## src/rtl/rom_bus_address_translator_defines.svh

```systemverilog
// Assertion helpers for the ROM bus address translator.
// Each macro expects clk and rst_n in scope.
`ifndef ROM_BUS_ADDRESS_TRANSLATOR_DEFINES_SVH
`define ROM_BUS_ADDRESS_TRANSLATOR_DEFINES_SVH

// same-cycle implication
`define RBAT_ASSERT_IMP(lbl, ante, cons) \
  lbl: assert property (@(posedge clk) disable iff (!rst_n) (ante) |-> (cons)) \
    else $error("rbat: same-cycle check failed");

// next-cycle implication
`define RBAT_ASSERT_NXT(lbl, ante, cons) \
  lbl: assert property (@(posedge clk) disable iff (!rst_n) (ante) |=> (cons)) \
    else $error("rbat: next-cycle check failed");

`endif

```

## src/rtl/rbat_pkg.sv

```systemverilog
package rbat_pkg;

  // memory map codes
  localparam logic [2:0] MAP_LO       = 3'd0;
  localparam logic [2:0] MAP_HI       = 3'd1;
  localparam logic [2:0] MAP_EXLO     = 3'd2;
  localparam logic [2:0] MAP_EXHI     = 3'd3;
  localparam logic [2:0] MAP_SLOT     = 3'd4;
  localparam logic [2:0] MAP_UNIMPL   = 3'd5;
  localparam logic [2:0] MAP_UNKNOWN  = 3'd6;
  localparam logic [2:0] MAP_RESERVED = 3'd7;  // no map behind this code

  // configuration register indexes
  localparam logic [2:0] REG_MAP_MODE  = 3'd0;
  localparam logic [2:0] REG_ROM_SIZE  = 3'd1;
  localparam logic [2:0] REG_SLOT_HIGH = 3'd2;
  localparam logic [2:0] REG_SLOT_B0   = 3'd3;
  localparam logic [2:0] REG_SLOT_B1   = 3'd4;
  localparam logic [2:0] REG_SLOT_B2   = 3'd5;
  localparam logic [2:0] REG_SLOT_B3   = 3'd6;

  localparam int unsigned CFG_IDX_W  = 3;
  localparam int unsigned CFG_DATA_W = 24;
  localparam int unsigned ADDR_IN_W  = 32;
  localparam int unsigned ADDR_OUT_W = 24;

  // map limits
  localparam logic [21:0] EXHI_BUS_LIMIT = 22'h3e0000;
  localparam logic [23:0] EXLO_OFF_LIMIT = 24'h7f0000;
  localparam logic [23:0] EXHI_OFF_LIMIT = 24'h7e0000;

  // low-style bus bank for each coprocessor slot, slot 0 in the low byte
  localparam logic [3:0][7:0] SLOT_LO_BANK = {8'ha0, 8'h80, 8'h20, 8'h00};

  localparam logic [3:0][7:0] SLOT_BASE_RST = {8'h30, 8'h20, 8'h10, 8'h00};

  typedef struct packed {
    logic [2:0]       map_mode;
    logic [23:0]      rom_size;
    logic             slot_high_map;
    logic [3:0][7:0]  slot_base;
  } cfg_t;

  typedef struct packed {
    logic [23:0] addr;
    logic        ok;
  } xlate_res_t;

endpackage

```

## src/rtl/rbat_cfg_regs.sv

```systemverilog
module rbat_cfg_regs (
  input  logic                                clk,
  input  logic                                rst_n,
  input  logic                                cfg_we,
  input  logic [rbat_pkg::CFG_IDX_W-1:0]      cfg_index,
  input  logic [rbat_pkg::CFG_DATA_W-1:0]     cfg_data,
  output rbat_pkg::cfg_t                      cfg
);

  rbat_pkg::cfg_t cfg_r;
  rbat_pkg::cfg_t cfg_nxt;

  always_comb begin
    cfg_nxt = cfg_r;
    if (cfg_we) begin
      unique case (cfg_index)
        rbat_pkg::REG_MAP_MODE:  cfg_nxt.map_mode      = cfg_data[2:0];
        rbat_pkg::REG_ROM_SIZE:  cfg_nxt.rom_size      = cfg_data[23:0];
        rbat_pkg::REG_SLOT_HIGH: cfg_nxt.slot_high_map = cfg_data[0];
        rbat_pkg::REG_SLOT_B0:   cfg_nxt.slot_base[0]  = cfg_data[7:0];
        rbat_pkg::REG_SLOT_B1:   cfg_nxt.slot_base[1]  = cfg_data[7:0];
        rbat_pkg::REG_SLOT_B2:   cfg_nxt.slot_base[2]  = cfg_data[7:0];
        rbat_pkg::REG_SLOT_B3:   cfg_nxt.slot_base[3]  = cfg_data[7:0];
        default: ;  // no register there
      endcase
    end
  end

  always_ff @(posedge clk) begin
    if (!rst_n) begin
      cfg_r.map_mode      <= rbat_pkg::MAP_UNKNOWN;
      cfg_r.rom_size      <= '0;
      cfg_r.slot_high_map <= 1'b0;
      cfg_r.slot_base     <= rbat_pkg::SLOT_BASE_RST;
    end else begin
      cfg_r <= cfg_nxt;
    end
  end

  assign cfg = cfg_r;

endmodule

```

## src/rtl/rbat_xlate.sv

```systemverilog
module rbat_xlate (
  input  rbat_pkg::cfg_t                     cfg,
  input  logic                               cmd,
  input  logic [rbat_pkg::ADDR_IN_W-1:0]     addr_in,
  output rbat_pkg::xlate_res_t               res
);

  logic        hi_zero;
  logic [7:0]  bank;
  logic [7:0]  base_hi;
  logic [7:0]  base_lo;

  // bus -> offset
  logic        fwd_map_ok;
  logic [24:0] fwd_off;
  logic        fwd_ok;

  // offset -> bus
  logic [3:0]  slot_hit;
  logic [1:0]  sel;
  logic [7:0]  sel_base;
  logic [7:0]  hi_sum;
  logic [7:0]  lo_sum;
  logic        in_rom;
  logic        rev_map_ok;
  logic [23:0] rev_addr;
  logic        rev_ok;

  assign hi_zero = (addr_in[31:24] == 8'h00);
  assign bank    = addr_in[23:16];
  assign base_hi = cfg.slot_base[bank[5:4]];
  assign base_lo = cfg.slot_base[{bank[7], bank[5]}];

  always_comb begin
    fwd_map_ok = 1'b0;
    fwd_off    = '0;
    case (cfg.map_mode)
      rbat_pkg::MAP_LO: begin
        fwd_map_ok = hi_zero && addr_in[15];
        fwd_off    = {3'b000, addr_in[22:16], addr_in[14:0]};
      end
      rbat_pkg::MAP_HI: begin
        fwd_map_ok = hi_zero;
        fwd_off    = {3'b000, addr_in[21:0]};
      end
      rbat_pkg::MAP_EXLO: begin
        // lower half of the bus goes to the upper 4 MB of the image
        fwd_map_ok = hi_zero && addr_in[15];
        fwd_off    = {2'b00, ~addr_in[23], addr_in[22:16], addr_in[14:0]};
      end
      rbat_pkg::MAP_EXHI: begin
        fwd_map_ok = hi_zero && addr_in[22] &&
                     (addr_in[23] || (addr_in[21:0] < rbat_pkg::EXHI_BUS_LIMIT));
        fwd_off    = {2'b00, ~addr_in[23], addr_in[21:0]};
      end
      rbat_pkg::MAP_SLOT: begin
        // only the low 24 bits take part; banks 40-7f are holes
        if (bank[7:6] == 2'b11) begin
          fwd_map_ok = 1'b1;
          fwd_off    = {({1'b0, base_hi} + {5'b0, bank[3:0]}), addr_in[15:0]};
        end else begin
          fwd_map_ok = (bank[7:6] != 2'b01) && addr_in[15];
          fwd_off    = {1'b0, base_lo, 16'h0000} +
                       {5'b0, bank[4:0], addr_in[14:0]};
        end
      end
      default: begin
        fwd_map_ok = 1'b0;
        fwd_off    = '0;
      end
    endcase
  end

  assign fwd_ok = fwd_map_ok && (fwd_off < {1'b0, cfg.rom_size});

  // slot lookup, lowest slot wins
  always_comb begin
    for (int i = 0; i < 4; i++) begin
      slot_hit[i] = ({1'b0, cfg.slot_base[i]} <= {1'b0, bank}) &&
                    (({1'b0, cfg.slot_base[i]} + 9'd16) > {1'b0, bank});
    end
    sel = 2'd0;
    for (int i = 3; i >= 0; i--) begin
      if (slot_hit[i]) sel = 2'(i);
    end
  end

  assign sel_base = cfg.slot_base[sel];
  assign hi_sum   = {1'b0, sel_base[6:0]} + {4'b0, bank[3:0]};
  // bit 16 of the offset carries into the bank in low style
  assign lo_sum   = rbat_pkg::SLOT_LO_BANK[sel] + {4'b0, bank[3:0]} +
                    {7'b0, addr_in[16]};
  assign in_rom   = hi_zero && (addr_in[23:0] < cfg.rom_size);

  always_comb begin
    rev_map_ok = 1'b0;
    rev_addr   = '0;
    case (cfg.map_mode)
      rbat_pkg::MAP_LO: begin
        rev_map_ok = (addr_in[23:22] == 2'b00);
        rev_addr   = {1'b1, addr_in[21:15], 1'b1, addr_in[14:0]};
      end
      rbat_pkg::MAP_HI: begin
        rev_map_ok = (addr_in[23:22] == 2'b00);
        rev_addr   = {2'b11, addr_in[21:0]};
      end
      rbat_pkg::MAP_EXLO: begin
        rev_map_ok = (addr_in[23:0] < rbat_pkg::EXLO_OFF_LIMIT);
        rev_addr   = {~addr_in[22], addr_in[21:15], 1'b1, addr_in[14:0]};
      end
      rbat_pkg::MAP_EXHI: begin
        rev_map_ok = (addr_in[23:0] < rbat_pkg::EXHI_OFF_LIMIT);
        rev_addr   = {~addr_in[22], 1'b1, addr_in[21:0]};
      end
      rbat_pkg::MAP_SLOT: begin
        rev_map_ok = !addr_in[23] && (slot_hit != 4'b0000);
        if (cfg.slot_high_map) begin
          rev_addr = {(hi_sum | 8'hc0), addr_in[15:0]};
        end else begin
          rev_addr = {lo_sum, 1'b1, addr_in[14:0]};
        end
      end
      default: begin
        rev_map_ok = 1'b0;
        rev_addr   = '0;
      end
    endcase
  end

  assign rev_ok = in_rom && rev_map_ok;

  always_comb begin
    res.ok   = cmd ? rev_ok : fwd_ok;
    res.addr = '0;
    if (res.ok) begin
      res.addr = cmd ? rev_addr : fwd_off[23:0];
    end
  end

endmodule

```

## src/rtl/rom_bus_address_translator.sv

```systemverilog
// Stages: input register, then result register; one item per cycle while the
// output is not stalled, and up to two items are held while it is stalled.
// Reset (rst_n low, synchronous): pipeline emptied, map = unknown, ROM size 0,
// slot bases 0x00/0x10/0x20/0x30, low-style slot map.
// Configuration must be written only with the pipeline empty.
`include "rom_bus_address_translator_defines.svh"

module rom_bus_address_translator (
  input  logic                                clk,
  input  logic                                rst_n,
  // configuration write port
  input  logic                                cfg_we,
  input  logic [rbat_pkg::CFG_IDX_W-1:0]      cfg_index,
  input  logic [rbat_pkg::CFG_DATA_W-1:0]     cfg_data,
  // input items
  input  logic                                in_tvalid,
  output logic                                in_tready,
  input  logic [rbat_pkg::ADDR_IN_W-1:0]      in_tdata,   // [31:0] address_in
  input  logic                                in_tuser,   // [0] cmd
  // result items
  output logic                                out_tvalid,
  input  logic                                out_tready,
  output logic [rbat_pkg::ADDR_OUT_W-1:0]     out_tdata,  // [23:0] address_out
  output logic                                out_tuser   // [0] valid_res
);

  rbat_pkg::cfg_t       cfg;
  rbat_pkg::xlate_res_t xres;

  // stage 1: input register
  logic                              s1_valid_r, s1_valid_nxt;
  logic                              s1_cmd_r;
  logic [rbat_pkg::ADDR_IN_W-1:0]    s1_addr_r;
  // stage 2: result register
  logic                              out_valid_r, out_valid_nxt;
  rbat_pkg::xlate_res_t              out_res_r;

  logic s1_adv;
  logic in_fire;

  rbat_cfg_regs u_cfg (
    .clk       (clk),
    .rst_n     (rst_n),
    .cfg_we    (cfg_we),
    .cfg_index (cfg_index),
    .cfg_data  (cfg_data),
    .cfg       (cfg)
  );

  // all translation logic sits between the two registers
  rbat_xlate u_xlate (
    .cfg     (cfg),
    .cmd     (s1_cmd_r),
    .addr_in (s1_addr_r),
    .res     (xres)
  );

  // stage 1 moves on whenever the result register is empty or being drained
  assign s1_adv    = !out_valid_r || out_tready;
  assign in_tready = !s1_valid_r || s1_adv;
  assign in_fire   = in_tvalid && in_tready;

  always_comb begin
    s1_valid_nxt  = s1_valid_r;
    out_valid_nxt = out_valid_r;
    if (in_tready) s1_valid_nxt = in_tvalid;
    if (s1_adv) out_valid_nxt = s1_valid_r;
  end

  always_ff @(posedge clk) begin
    if (!rst_n) begin
      s1_valid_r  <= 1'b0;
      out_valid_r <= 1'b0;
    end else begin
      s1_valid_r  <= s1_valid_nxt;
      out_valid_r <= out_valid_nxt;
    end
  end

  // payload, no reset needed
  always_ff @(posedge clk) begin
    if (in_fire) begin
      s1_cmd_r  <= in_tuser;
      s1_addr_r <= in_tdata;
    end
    if (s1_adv && s1_valid_r) begin
      out_res_r <= xres;
    end
  end

  assign out_tvalid = out_valid_r;
  assign out_tdata  = out_res_r.addr;
  assign out_tuser  = out_res_r.ok;

  // a failed translation never shows an address
  `RBAT_ASSERT_IMP(a_fail_zero, out_tvalid && !out_tuser, out_tdata == '0)
  // input back-pressure only when both stages are full and the output stalls
  `RBAT_ASSERT_IMP(a_ready_cause, !in_tready, s1_valid_r && out_tvalid && !out_tready)
  // an accepted item is held in stage 1 on the next cycle
  `RBAT_ASSERT_NXT(a_accept_held, in_tvalid && in_tready, s1_valid_r)
  // maps without a translation always give failed results
  `RBAT_ASSERT_IMP(a_dead_maps,
    out_tvalid && (cfg.map_mode == rbat_pkg::MAP_UNIMPL ||
                   cfg.map_mode == rbat_pkg::MAP_UNKNOWN ||
                   cfg.map_mode == rbat_pkg::MAP_RESERVED),
    !out_tuser)

endmodule
```

## config.mk

```make
export PLATFORM = sky130hd
export DESIGN_NAME = rom_bus_address_translator
export DESIGN_NICKNAME = d
export VERILOG_FILES = /design/src/rtl/rbat_pkg.sv /design/src/rtl/rbat_cfg_regs.sv /design/src/rtl/rbat_xlate.sv /design/src/rtl/rom_bus_address_translator.sv
export VERILOG_INCLUDE_DIRS = /design/src /design/src/rtl
export SDC_FILE = /design/constraint.sdc
export NUM_CORES = 1
export LEC_CHECK = 0
export BUFFER_PORTS_ARGS = -buffer_cell sky130_fd_sc_hd__clkbuf_2
export CAP_MARGIN = 20
export CORE_ASPECT_RATIO = 1.75
export CORE_MARGIN = 1.5
export CORE_UTILIZATION = 50
export CTS_BUF_LIST = sky130_fd_sc_hd__clkbuf_8
export DETAILED_ROUTE_END_ITERATION = 10
export HOLD_SLACK_MARGIN = 0.12
export PLACE_DENSITY = 0.77
export SLEW_MARGIN = 30
export SYNTH_ARGS = -nofsm -noshare
export SYNTH_HDL_FRONTEND = slang
export SYNTH_SLANG_ARGS = --single-unit
```

## constraint.sdc

```tcl
create_clock -name clk -period 13.35 [get_ports clk]
set_input_delay 2.67 -clock clk [delete_from_list [all_inputs] [get_ports clk]]
set_output_delay 2.67 -clock clk [all_outputs]
set_load 0.05 [all_outputs]
```

Word-level counts from Yosys, hierarchy flattened
Index checks and enable logic that the tools add are counted.
Widths: inputs -> output; s select.
- flip-flop bits (word level): 120
- bits in latches: 0
- RAM bits: 0
- ROM bits: 0
- input bits: 65
- output and inout port bits: 27
- word-level logic and storage cells: 107
- memories kept: 0
- $add $sub $neg: 9
- $mul: 0
- div/mod/pow operators: 0
- $lt $le $gt $ge: 16
- equality and inequality tests: 12
- shift operators: 0
- muxes and demuxes: 21
- bitwise gates (word level): 2
- reductions and logical operators: 34
- operator list (kind ; count):
    $pmux 25 s5 ; 1
    $pmux 24 s5 ; 1
    $bmux 8 s2 ; 4
    $lt 24x23->1 const B ; 2
    $mux 24 ; 2
    $add 8x5->9 const B ; 4
    $gt 9x8->1 ; 4
    $le 8x8->1 ; 4
    $add 24x20->25 ; 1
    $lt 25x24->1 ; 1
    $mux 25 ; 1
    $lt 24x24->1 ; 1
    $mux 8 ; 3
    $lt 22x22->1 const B ; 1
    $logic_and 1x1->1 ; 14
    $reduce_and 2->1 ; 7
    $eq 3x2->1 const B ; 4
    $eq 3x3->1 const B ; 4
    $add 8x4->9 ; 1
    $lt 2x3->1 const B ; 3
    $add 8x1->8 ; 1
    $add 8x4->8 ; 1
    $logic_not 8->1 ; 1
    $mux 2 ; 4
    other kinds (14) ; 24

Logic depth before layout (Yosys ltp)
Gate-level depths: netlist of run 1.
- depth in word-level cells: 14
- mapped depth: 23
- gate-level depth less buffers: 21

By module
From an unflattened synthesis of run 1, not the netlist that was laid out.
- cell total of the unflattened synthesis: 859
- area total of the unflattened synthesis: 8618.3 sq um
- by module, submodules not included (module ; times used ; cells an instance ; area an instance (sq um) ; seq. area each (sq um)):
    rbat_xlate ; 1 ; 560 ; 4435.5 ; 0.0
    rbat_cfg_regs ; 1 ; 232 ; 2337.2 ; 1201.2
    rom_bus_address_translator ; 1 ; 67 ; 1845.5 ; 1781.7

Least setup slack after synthesis of run 1
OpenSTA, ideal clock, no wires.
- path kind: in2out
- from: in out_tready
- to: out in_tready
- data arrival time: 3194 ps
- data required time: 10680 ps
- setup slack: 7486 ps
- stages: 2
- buffers on the path: 0
- cells stage by stage: nor2b_1 > nand2_1
- cells in the longest elaborated chain, start to end: 2
- RTL lines (element ; RTL line ; text):
    start: declaration ; rom_bus_address_translator.sv:22 ; input logic out_tready,
    $logic_or 1x1->1 ; rom_bus_address_translator.sv:59 ; assign s1_adv = !out_valid_r || out_tready;
    $logic_or 1x1->1 ; rom_bus_address_translator.sv:60 ; assign in_tready = !s1_valid_r || s1_adv;
    end: declaration ; rom_bus_address_translator.sv:17 ; output logic in_tready,
Every way passes these cells.

Final worst setup path of run 1
Same ends and word-level chain as after synthesis.

==> summary.txt, run 1 <==
Hold path
  • Kind of path behind the tightest hold check: reg2reg
  • Worst hold endpoint: u_cfg.cfg[53]$_SDFFE_PN0P_
  • Worst hold path cell count: 2
  • Hold path startpoint: u_cfg.cfg[53]$_SDFFE_PN0P_

Global routing
  • First-pass GRT wire length: about 37000 um
  • Pin count of the biggest net entering global routing: between 60 and 70
  • Number of global-route vias before repair: 7324
  • Total gr overflow: 0
  • Initial antenna violation count: 0
  • Total GRT Usage: 0.270

Clock tree
  • Post-CTS setup buffer count: 0
  • Post-CTS Resized: 0
  • Clock transition at the registers of the reported paths: 70 ps
  • Clk buf depth: 2
  • TritonCTS clock tree: built
  • Hold-fix buffers at CTS: 0
  • Clk sink count: 120
  • Root cell of the clock tree: sky130_fd_sc_hd__clkbuf_8
  • Num CTS Buffers: 17
  • Depth of the CTS H-tree: 4
  • Clock insertion delay at the later pin of the skew report: 450 ps

Worst setup path
  • Worst reg-to-reg setup slack: 7360 ps
  • Required @ worst endpoint: 10680 ps
  • Classification of the worst setup path: in2out
  • Maximum fanout count along the critical path: 4
  • Critical path data arrival time: 3370 ps
  • Critical Path End Type: output pin
  • Register-to-Register Path Depth: 20
  • Launch point of the worst reg-to-reg path: s1_addr_r[20]$_DFFE_PP_
  • Reg-to-Reg End: out_tdata[21]$_SDFFCE_PN0P_
  • Crit path launch type: input port

Power
  • Power per Cell Area: 93.5 nW/um2
  • Peak ir drop on the vdd network: roughly 0.055 mV
  • Leakage power total: slightly below 4 nW
  • Power after layout: 0.904 mW

Placement
  • Post-detailed-placement half-perimeter wirelength: 18000 um
  • Port Buffer Count: 91
  • Placer Congestion: 0.957
  • Pre-CTS setup slack: 7320 ps

STA
  • Highest Clock Rate: approximately 170 MHz
  • Setup repair after global routing missed its margin: false
  • Number of hold violations in the final report: 0
  • Slew of the pin with the lowest slew margin: around 830 ps
  • Count of final max-slew check failures: 0
  • Worst-case clock skew: 14.4 ps
  • Max_slew headroom: 0.447
  • Worst-case hold slack: 469 ps
  • Setup_tns: 0 ps
  • Shortest clock period the worst path allows after layout: 6040 ps
  • Tcrit/Tclk final: 0.452
  • Setup violations, final: 0
  • Fin worst setup slack: 7310 ps

Floorplan
  • Floorplan die area: 18000 um2
  • Die Span X: 102 um
  • Top-level port count: 92
  • Core Region: 16900 um2
  • Rows: 63
  • Initial core utilization: 0.510
  • Vert. Die Dim: between 150 and 200 um

Yosys
  • Share of flip-flops with an asynchronous set or reset after synthesis: 0
  • Cells after Synth: approximately 910
  • Flops & latches, synth: 120
  • Synth warnings: 0
  • Synthesized cell area: between 8000 and 9000 um2
  • Post-synthesis sequential area ratio: 0.347
  • Net count of the mapped netlist: 1087
  • Most used flip-flop cell after synthesis: sky130_fd_sc_hd__dfxtp_1
  • Number of flops mapped to enable cells by yosys: 58
  • Distinct cell type count after synthesis: 59
  • Mean cell area of the mapped netlist: 9.47 um2

Drt
  • Iteration count of the initial detailed-routing pass: 5
  • # DRC: 0
  • Total wire length after detailed routing: 23700 um
  • Routed wirelength normalized by instance count: 19.3 um
  • Detailed-route via count: 7372
  • Initial DRC count: 412
  • Post-DR vias/cell: between 5 and 6
  • Antenna-violating nets left: 0

Flow run
  • Max-cap violations: 0

Finish
  • Number of fillers in the final layout: between 1500 and 2000
  • Most common cell after layout, fill and taps aside: sky130_fd_sc_hd__nand2_1
  • Most frequent cells in the layout: sky130_fd_sc_hd__nand2_1, sky130_fd_sc_hd__ha_1, sky130_fd_sc_hd__clkbuf_2, sky130_fd_sc_hd__dfxtp_1, sky130_fd_sc_hd__edfxtp_1
  • Number of diodes added for antenna fixing: 0
  • Layout cells sized above 1: 0.161
  • Number of nets in the final layout: 1170
  • Area Overhead vs Synth: 12.4%

Status
  • Result of the run: finished, final reports clean
[metal layers]
| metal | vias up | GRT usage | routed length (um) |
|---|---|---|---|
| li1 | 3490 | - | - |
| met1 | 3441 | 0.253 | 8030 |
| met2 | 311 | 0.485 | 12700 |
| met3 | 130 | 0.0471 | 1020 |
| met4 | 0 | 0.235 | 2020 |
| met5 | - | 0 | 0 |
[per-stage QoR]
stage / util / instances / cell area, um2
after floorplan: - / 908 / 8600
after global placement: 0.549 / 1199 / 9250
after detailed placement: 0.549 / 1199 / 9260
after CTS: 0.573 / 1231 / 9660
after global routing: 0.573 / 1231 / 9660
final: 0.573 / 1231 / 9660
[critical path: stages]
cell and delay (ps):
sky130_fd_sc_hd__clkbuf_2 80, sky130_fd_sc_hd__nor2b_1 260, sky130_fd_sc_hd__nand2_1 110, sky130_fd_sc_hd__clkbuf_2 240
[cells in the mapped netlist, drive strengths merged, types with 3 or more instances]
cell | number | share of area
o21a | 8 | 0.0070
dfxtp | 62 | 0.14
a21boi | 53 | 0.046
o21ai | 37 | 0.022
fa | 3 | 0.0070
nand4 | 12 | 0.0087
nor2b | 28 | 0.020
o22ai | 10 | 0.0073
and2b | 3 | 0.0026
a2111oi | 3 | 0.0045
nand2 | 136 | 0.059
nor2 | 43 | 0.019
a211oi | 16 | 0.016
o211a | 4 | 0.0047
edfxtp | 58 | 0.20
ha | 111 | 0.16
nand3 | 25 | 0.015
a21oi | 47 | 0.027
and3 | 5 | 0.0036
o31ai | 3 | 0.0026
xnor2 | 16 | 0.016
and2 | 16 | 0.012
clkbuf | 28 | 0.012
xor2 | 11 | 0.011
or3 | 3 | 0.0022
buf | 7 | 0.0051
nand2b | 11 | 0.0080
a21o | 22 | 0.019
mux2i | 15 | 0.017
nor3 | 9 | 0.0052
o211ai | 7 | 0.0061
inv | 43 | 0.019
mux4 | 20 | 0.052
o2111ai | 3 | 0.0031
[report_power, final]
part           leakage [nW]  switching (mW)  internal (mW)  total (mW)
combinational          2.69          0.0900         0.0629       0.153
sequential             1.06          0.0177          0.399       0.417
clock                 0.203           0.164          0.171       0.334
[logic make-up after synthesis]
logic type               synth area share
buffers and inverters              0.0361
adder cells (fa/ha/maj)             0.168
AND/OR/NAND/NOR                     0.165
multiplexers                       0.0698
AO/OA/AOI/OAI                       0.186
XOR/XNOR                           0.0275
flip-flops                          0.347
[flip-flops by register name, summed over array words and instances (netlist names)]
signal,count
u_cfg.cfg,60
s1_addr_r,32
out_tdata,24
out_tuser,1
out_tvalid,1
s1_cmd_r,1
s1_valid_r,1
[how the worst max path moves through the flow]
stage	start	to	slack, ps	cells past startpoint
3_5_place_dp	out_tready	in_tready	7320	4
2_1_floorplan	out_tready	in_tready	7490	2
6_report	out_tready	in_tready	7310	4
5_1_grt	s1_addr_r[20]$_DFFE_PP_	out_tdata[21]$_SDFFCE_PN0P_	7030	20
3_3_place_gp	out_tready	in_tready	7360	4
4_1_cts	out_tready	in_tready	7320	4
[cell type report]
cell class | instances | area [um2] | area share
inverter | 43 | 161 | 0.0167
tap | 227 | 284 | 0.0294
timing repair buffer | 99 | 518 | 0.0536
clock inverter | 15 | 169 | 0.0175
clock buffer | 17 | 234 | 0.0242
sequential | 120 | 2980 | 0.309
multi-input combinational | 710 | 5320 | 0.550
Power figures use the tool's default switching activity.
==> run 2, diff against run 1 <==
PLACE_DENSITY = 0.79   (was 0.77)
clock period = 5.15 ns   (was 13.35 ns; I/O delays follow)
==> run 2 against run 1 <==
Net effect: power rose to 2.6 times the previous value; hold slack got worse by 1.2 ps; count of clock-buffer cells in the layout increased by 1; critical path type is now reg2reg.
==> summary.txt, run 2 (synthesized netlist as in run 1, its figures left out) <==
Drt
  • Post-DR vias/cell: roughly 6
  • Total wire length after detailed routing: 25700 um
  • Detailed-route via count: 7511
  • Antenna-violating nets left: 0
  • Iteration count of the initial detailed-routing pass: 5
  • Initial DRC count: between 400 and 500
  • # DRC: 0
  • Routed wirelength normalized by instance count: 20.4 um

Finish
  • Most common cell after layout, fill and taps aside: sky130_fd_sc_hd__nand2_1
  • Area Overhead vs Synth: 14.9%
  • Fin cells: 1259
  • Number of nets in the final layout: about 1200
  • Layout cells sized above 1: 0.191
  • Core utilization of the finished layout: 0.586
  • Number of flip-flops under the largest register name: 60
  • Most frequent cells in the layout: sky130_fd_sc_hd__nand2_1, sky130_fd_sc_hd__ha_1, sky130_fd_sc_hd__clkbuf_2, sky130_fd_sc_hd__edfxtp_1, sky130_fd_sc_hd__dfxtp_1
  • Number of diodes added for antenna fixing: 0

Worst setup path
  • Cells along the critical path: ha_1 -> xor2_1 -> ha_1 -> nand4_1 -> or3_1 -> o21a_1 -> o41ai_2 -> o21ai_1 -> a21oi_1 -> buf_4 -> mux4_2 -> ha_1 -> a21o_1 -> a21o_1 -> a21oi_1 -> nor2_1 -> xnor2_1 -> o21ai_0 -> o21a_1 -> a21oi_1 -> a311o_1 -> a21oi_1
  • Maximum fanout count along the critical path: 7
  • Required @ worst endpoint: 5460 ps
  • Slowest cell delay on critical path: slightly above 500 ps
  • Classification of the worst setup path: reg2reg
  • Critical Path End Type: flip-flop
  • First element of the critical path: u_cfg.cfg[21]$_SDFFE_PN1P_
  • Cell type of the slowest stage on the worst timing path: sky130_fd_sc_hd__dfxtp_1
  • Critical path data arrival time: between 5000 and 6000 ps
  • Most common cell on crit path: sky130_fd_sc_hd__a21oi_1
  • Launch point of the worst reg-to-reg path: u_cfg.cfg[21]$_SDFFE_PN1P_
  • Crit path launch type: flip-flop

STA
  • Worst-case clock skew: 20.3 ps
  • Setup_tns: 0 ps
  • Slew of the pin with the lowest slew margin: 897 ps
  • Max_slew headroom: 0.401
  • Highest Clock Rate: 205 MHz
  • Count of final max-slew check failures: 0
  • Shortest clock period the worst path allows after layout: between 4000 and 5000 ps
  • Setup violations, final: 0
  • Setup repair after global routing missed its margin: false
  • Number of hold violations in the final report: 0
  • Tcrit/Tclk final: 0.947

Global routing
  • Initial antenna violation count: 0
  • Number of global-route vias before repair: ~7400
  • First-pass GRT wire length: around 39000 um
  • Total GRT Usage: 0.295
  • Total gr overflow: 0
  • Pin count of the biggest net entering global routing: 63

Floorplan
  • Top-level port count: 92
  • Die Span X: 102 um
  • Rows: 63
  • Initial core utilization: 0.510
  • Vert. Die Dim: 177 um
  • Floorplan die area: roughly 18000 um2
  • Core Region: around 17000 um2

Clock tree
  • Clk sink count: 120
  • Post-CTS Resized: 0
  • Hold-fix buffers at CTS: 0
  • Clock transition at the registers of the reported paths: 90 ps
  • Clock insertion delay at the later pin of the skew report: 460 ps
  • Clk buf depth: 2
  • Root cell of the clock tree: sky130_fd_sc_hd__clkbuf_8
  • TritonCTS clock tree: built
  • Depth of the CTS H-tree: 4
  • Post-CTS setup buffer count: 0
  • Num CTS Buffers: 17

Status
  • Result of the run: finished, final reports clean

Placement
  • Port Buffer Count: between 90 and 100
  • Cell count after placement: 1227
  • Post-detailed-placement half-perimeter wirelength: 20100 um
  • Placer Congestion: about 1

Power
  • Power per Cell Area: 237 nW/um2
  • Peak ir drop on the vdd network: 0.231 mV
  • Leakage power total: around 4.1 nW

Hold path
  • Kind of path behind the tightest hold check: reg2reg
  • Hold path startpoint: u_cfg.cfg[34]$_SDFFE_PN0P_

Flow run
  • Max-cap violations: 0
==> run 2: cell types whose count changed in the layout (fill, tap and decap cells not counted), sizes merged <==
cell      before  now
buf            8   36
bufinv         2    1
clkbuf       108  109
clkinv         3    2
clkinvlp       2    1
inv           51   53
==> run 2: metal layers <==
layer / wire (um) / vias up / global-route usage / part of all wire
met5: 0 / - / 0 / 0
met4: 2680 / 0 / 0.273 / 0.10
met3: 952 / 128 / 0.0400 / 0.037
met2: 13800 / 305 / 0.545 / 0.54
met1: 8240 / 3532 / 0.265 / 0.32
li1: - / 3546 / - / -
==> run 2: power by group <==
part           switching [mW]  internal, mW
logic                   0.256         0.177
clock network           0.439         0.406
registers              0.0301          1.03
total                   0.725          1.62
==> run 2: worst paths after layout <==
| kind | depth (start not counted) | slack (ps) | to |
|---|---|---|---|
| hold reg to reg | 2 | 470 | u_cfg.cfg[34]$_SDFFE_PN0P_ |
| setup / recovery | 22 | 270 | out_tdata[21]$_SDFFCE_PN0P_ |
| hold / removal | 2 | 470 | u_cfg.cfg[34]$_SDFFE_PN0P_ |
| setup reg to reg | 22 | 270 | out_tdata[21]$_SDFFCE_PN0P_ |
==> run 2: through the flow <==
stage          cell area [um2]  worst slack [ps]  hold slack (ps)  total power [mW]
5_1_grt                   9880              24.8              498              2.43
3_5_place_dp              9480               236              459              1.51
2_1_floorplan             8600               196              443              1.36
4_1_cts                   9860               175              470              2.34
6_report                  9880               272              467              2.34
3_3_place_gp              9480               241              455              1.51
==> run 2: area by class of cell <==
type / instances / area [um2]
Clock buffer: 18 / 248
Timing Repair Buffer: 127 / 741
Clock inverter: 14 / 134
Inverter: 43 / 161
Sequential cell: 120 / 2990
Multi-Input combinational cell: 710 / 5330
Tap cell: 227 / 284
Fill cell: 1520 / 6990
==> run 2: worst max-delay path: cells and delay by family (launching register included) <==
family / cells / cell delay (ps)
flops: 1 / 510
compound gates: 12 / 1940
buf+inv: 1 / 190
fa+ha+maj: 3 / 640
simple gates: 3 / 590
xor+xnor: 2 / 360
mux: 1 / 490
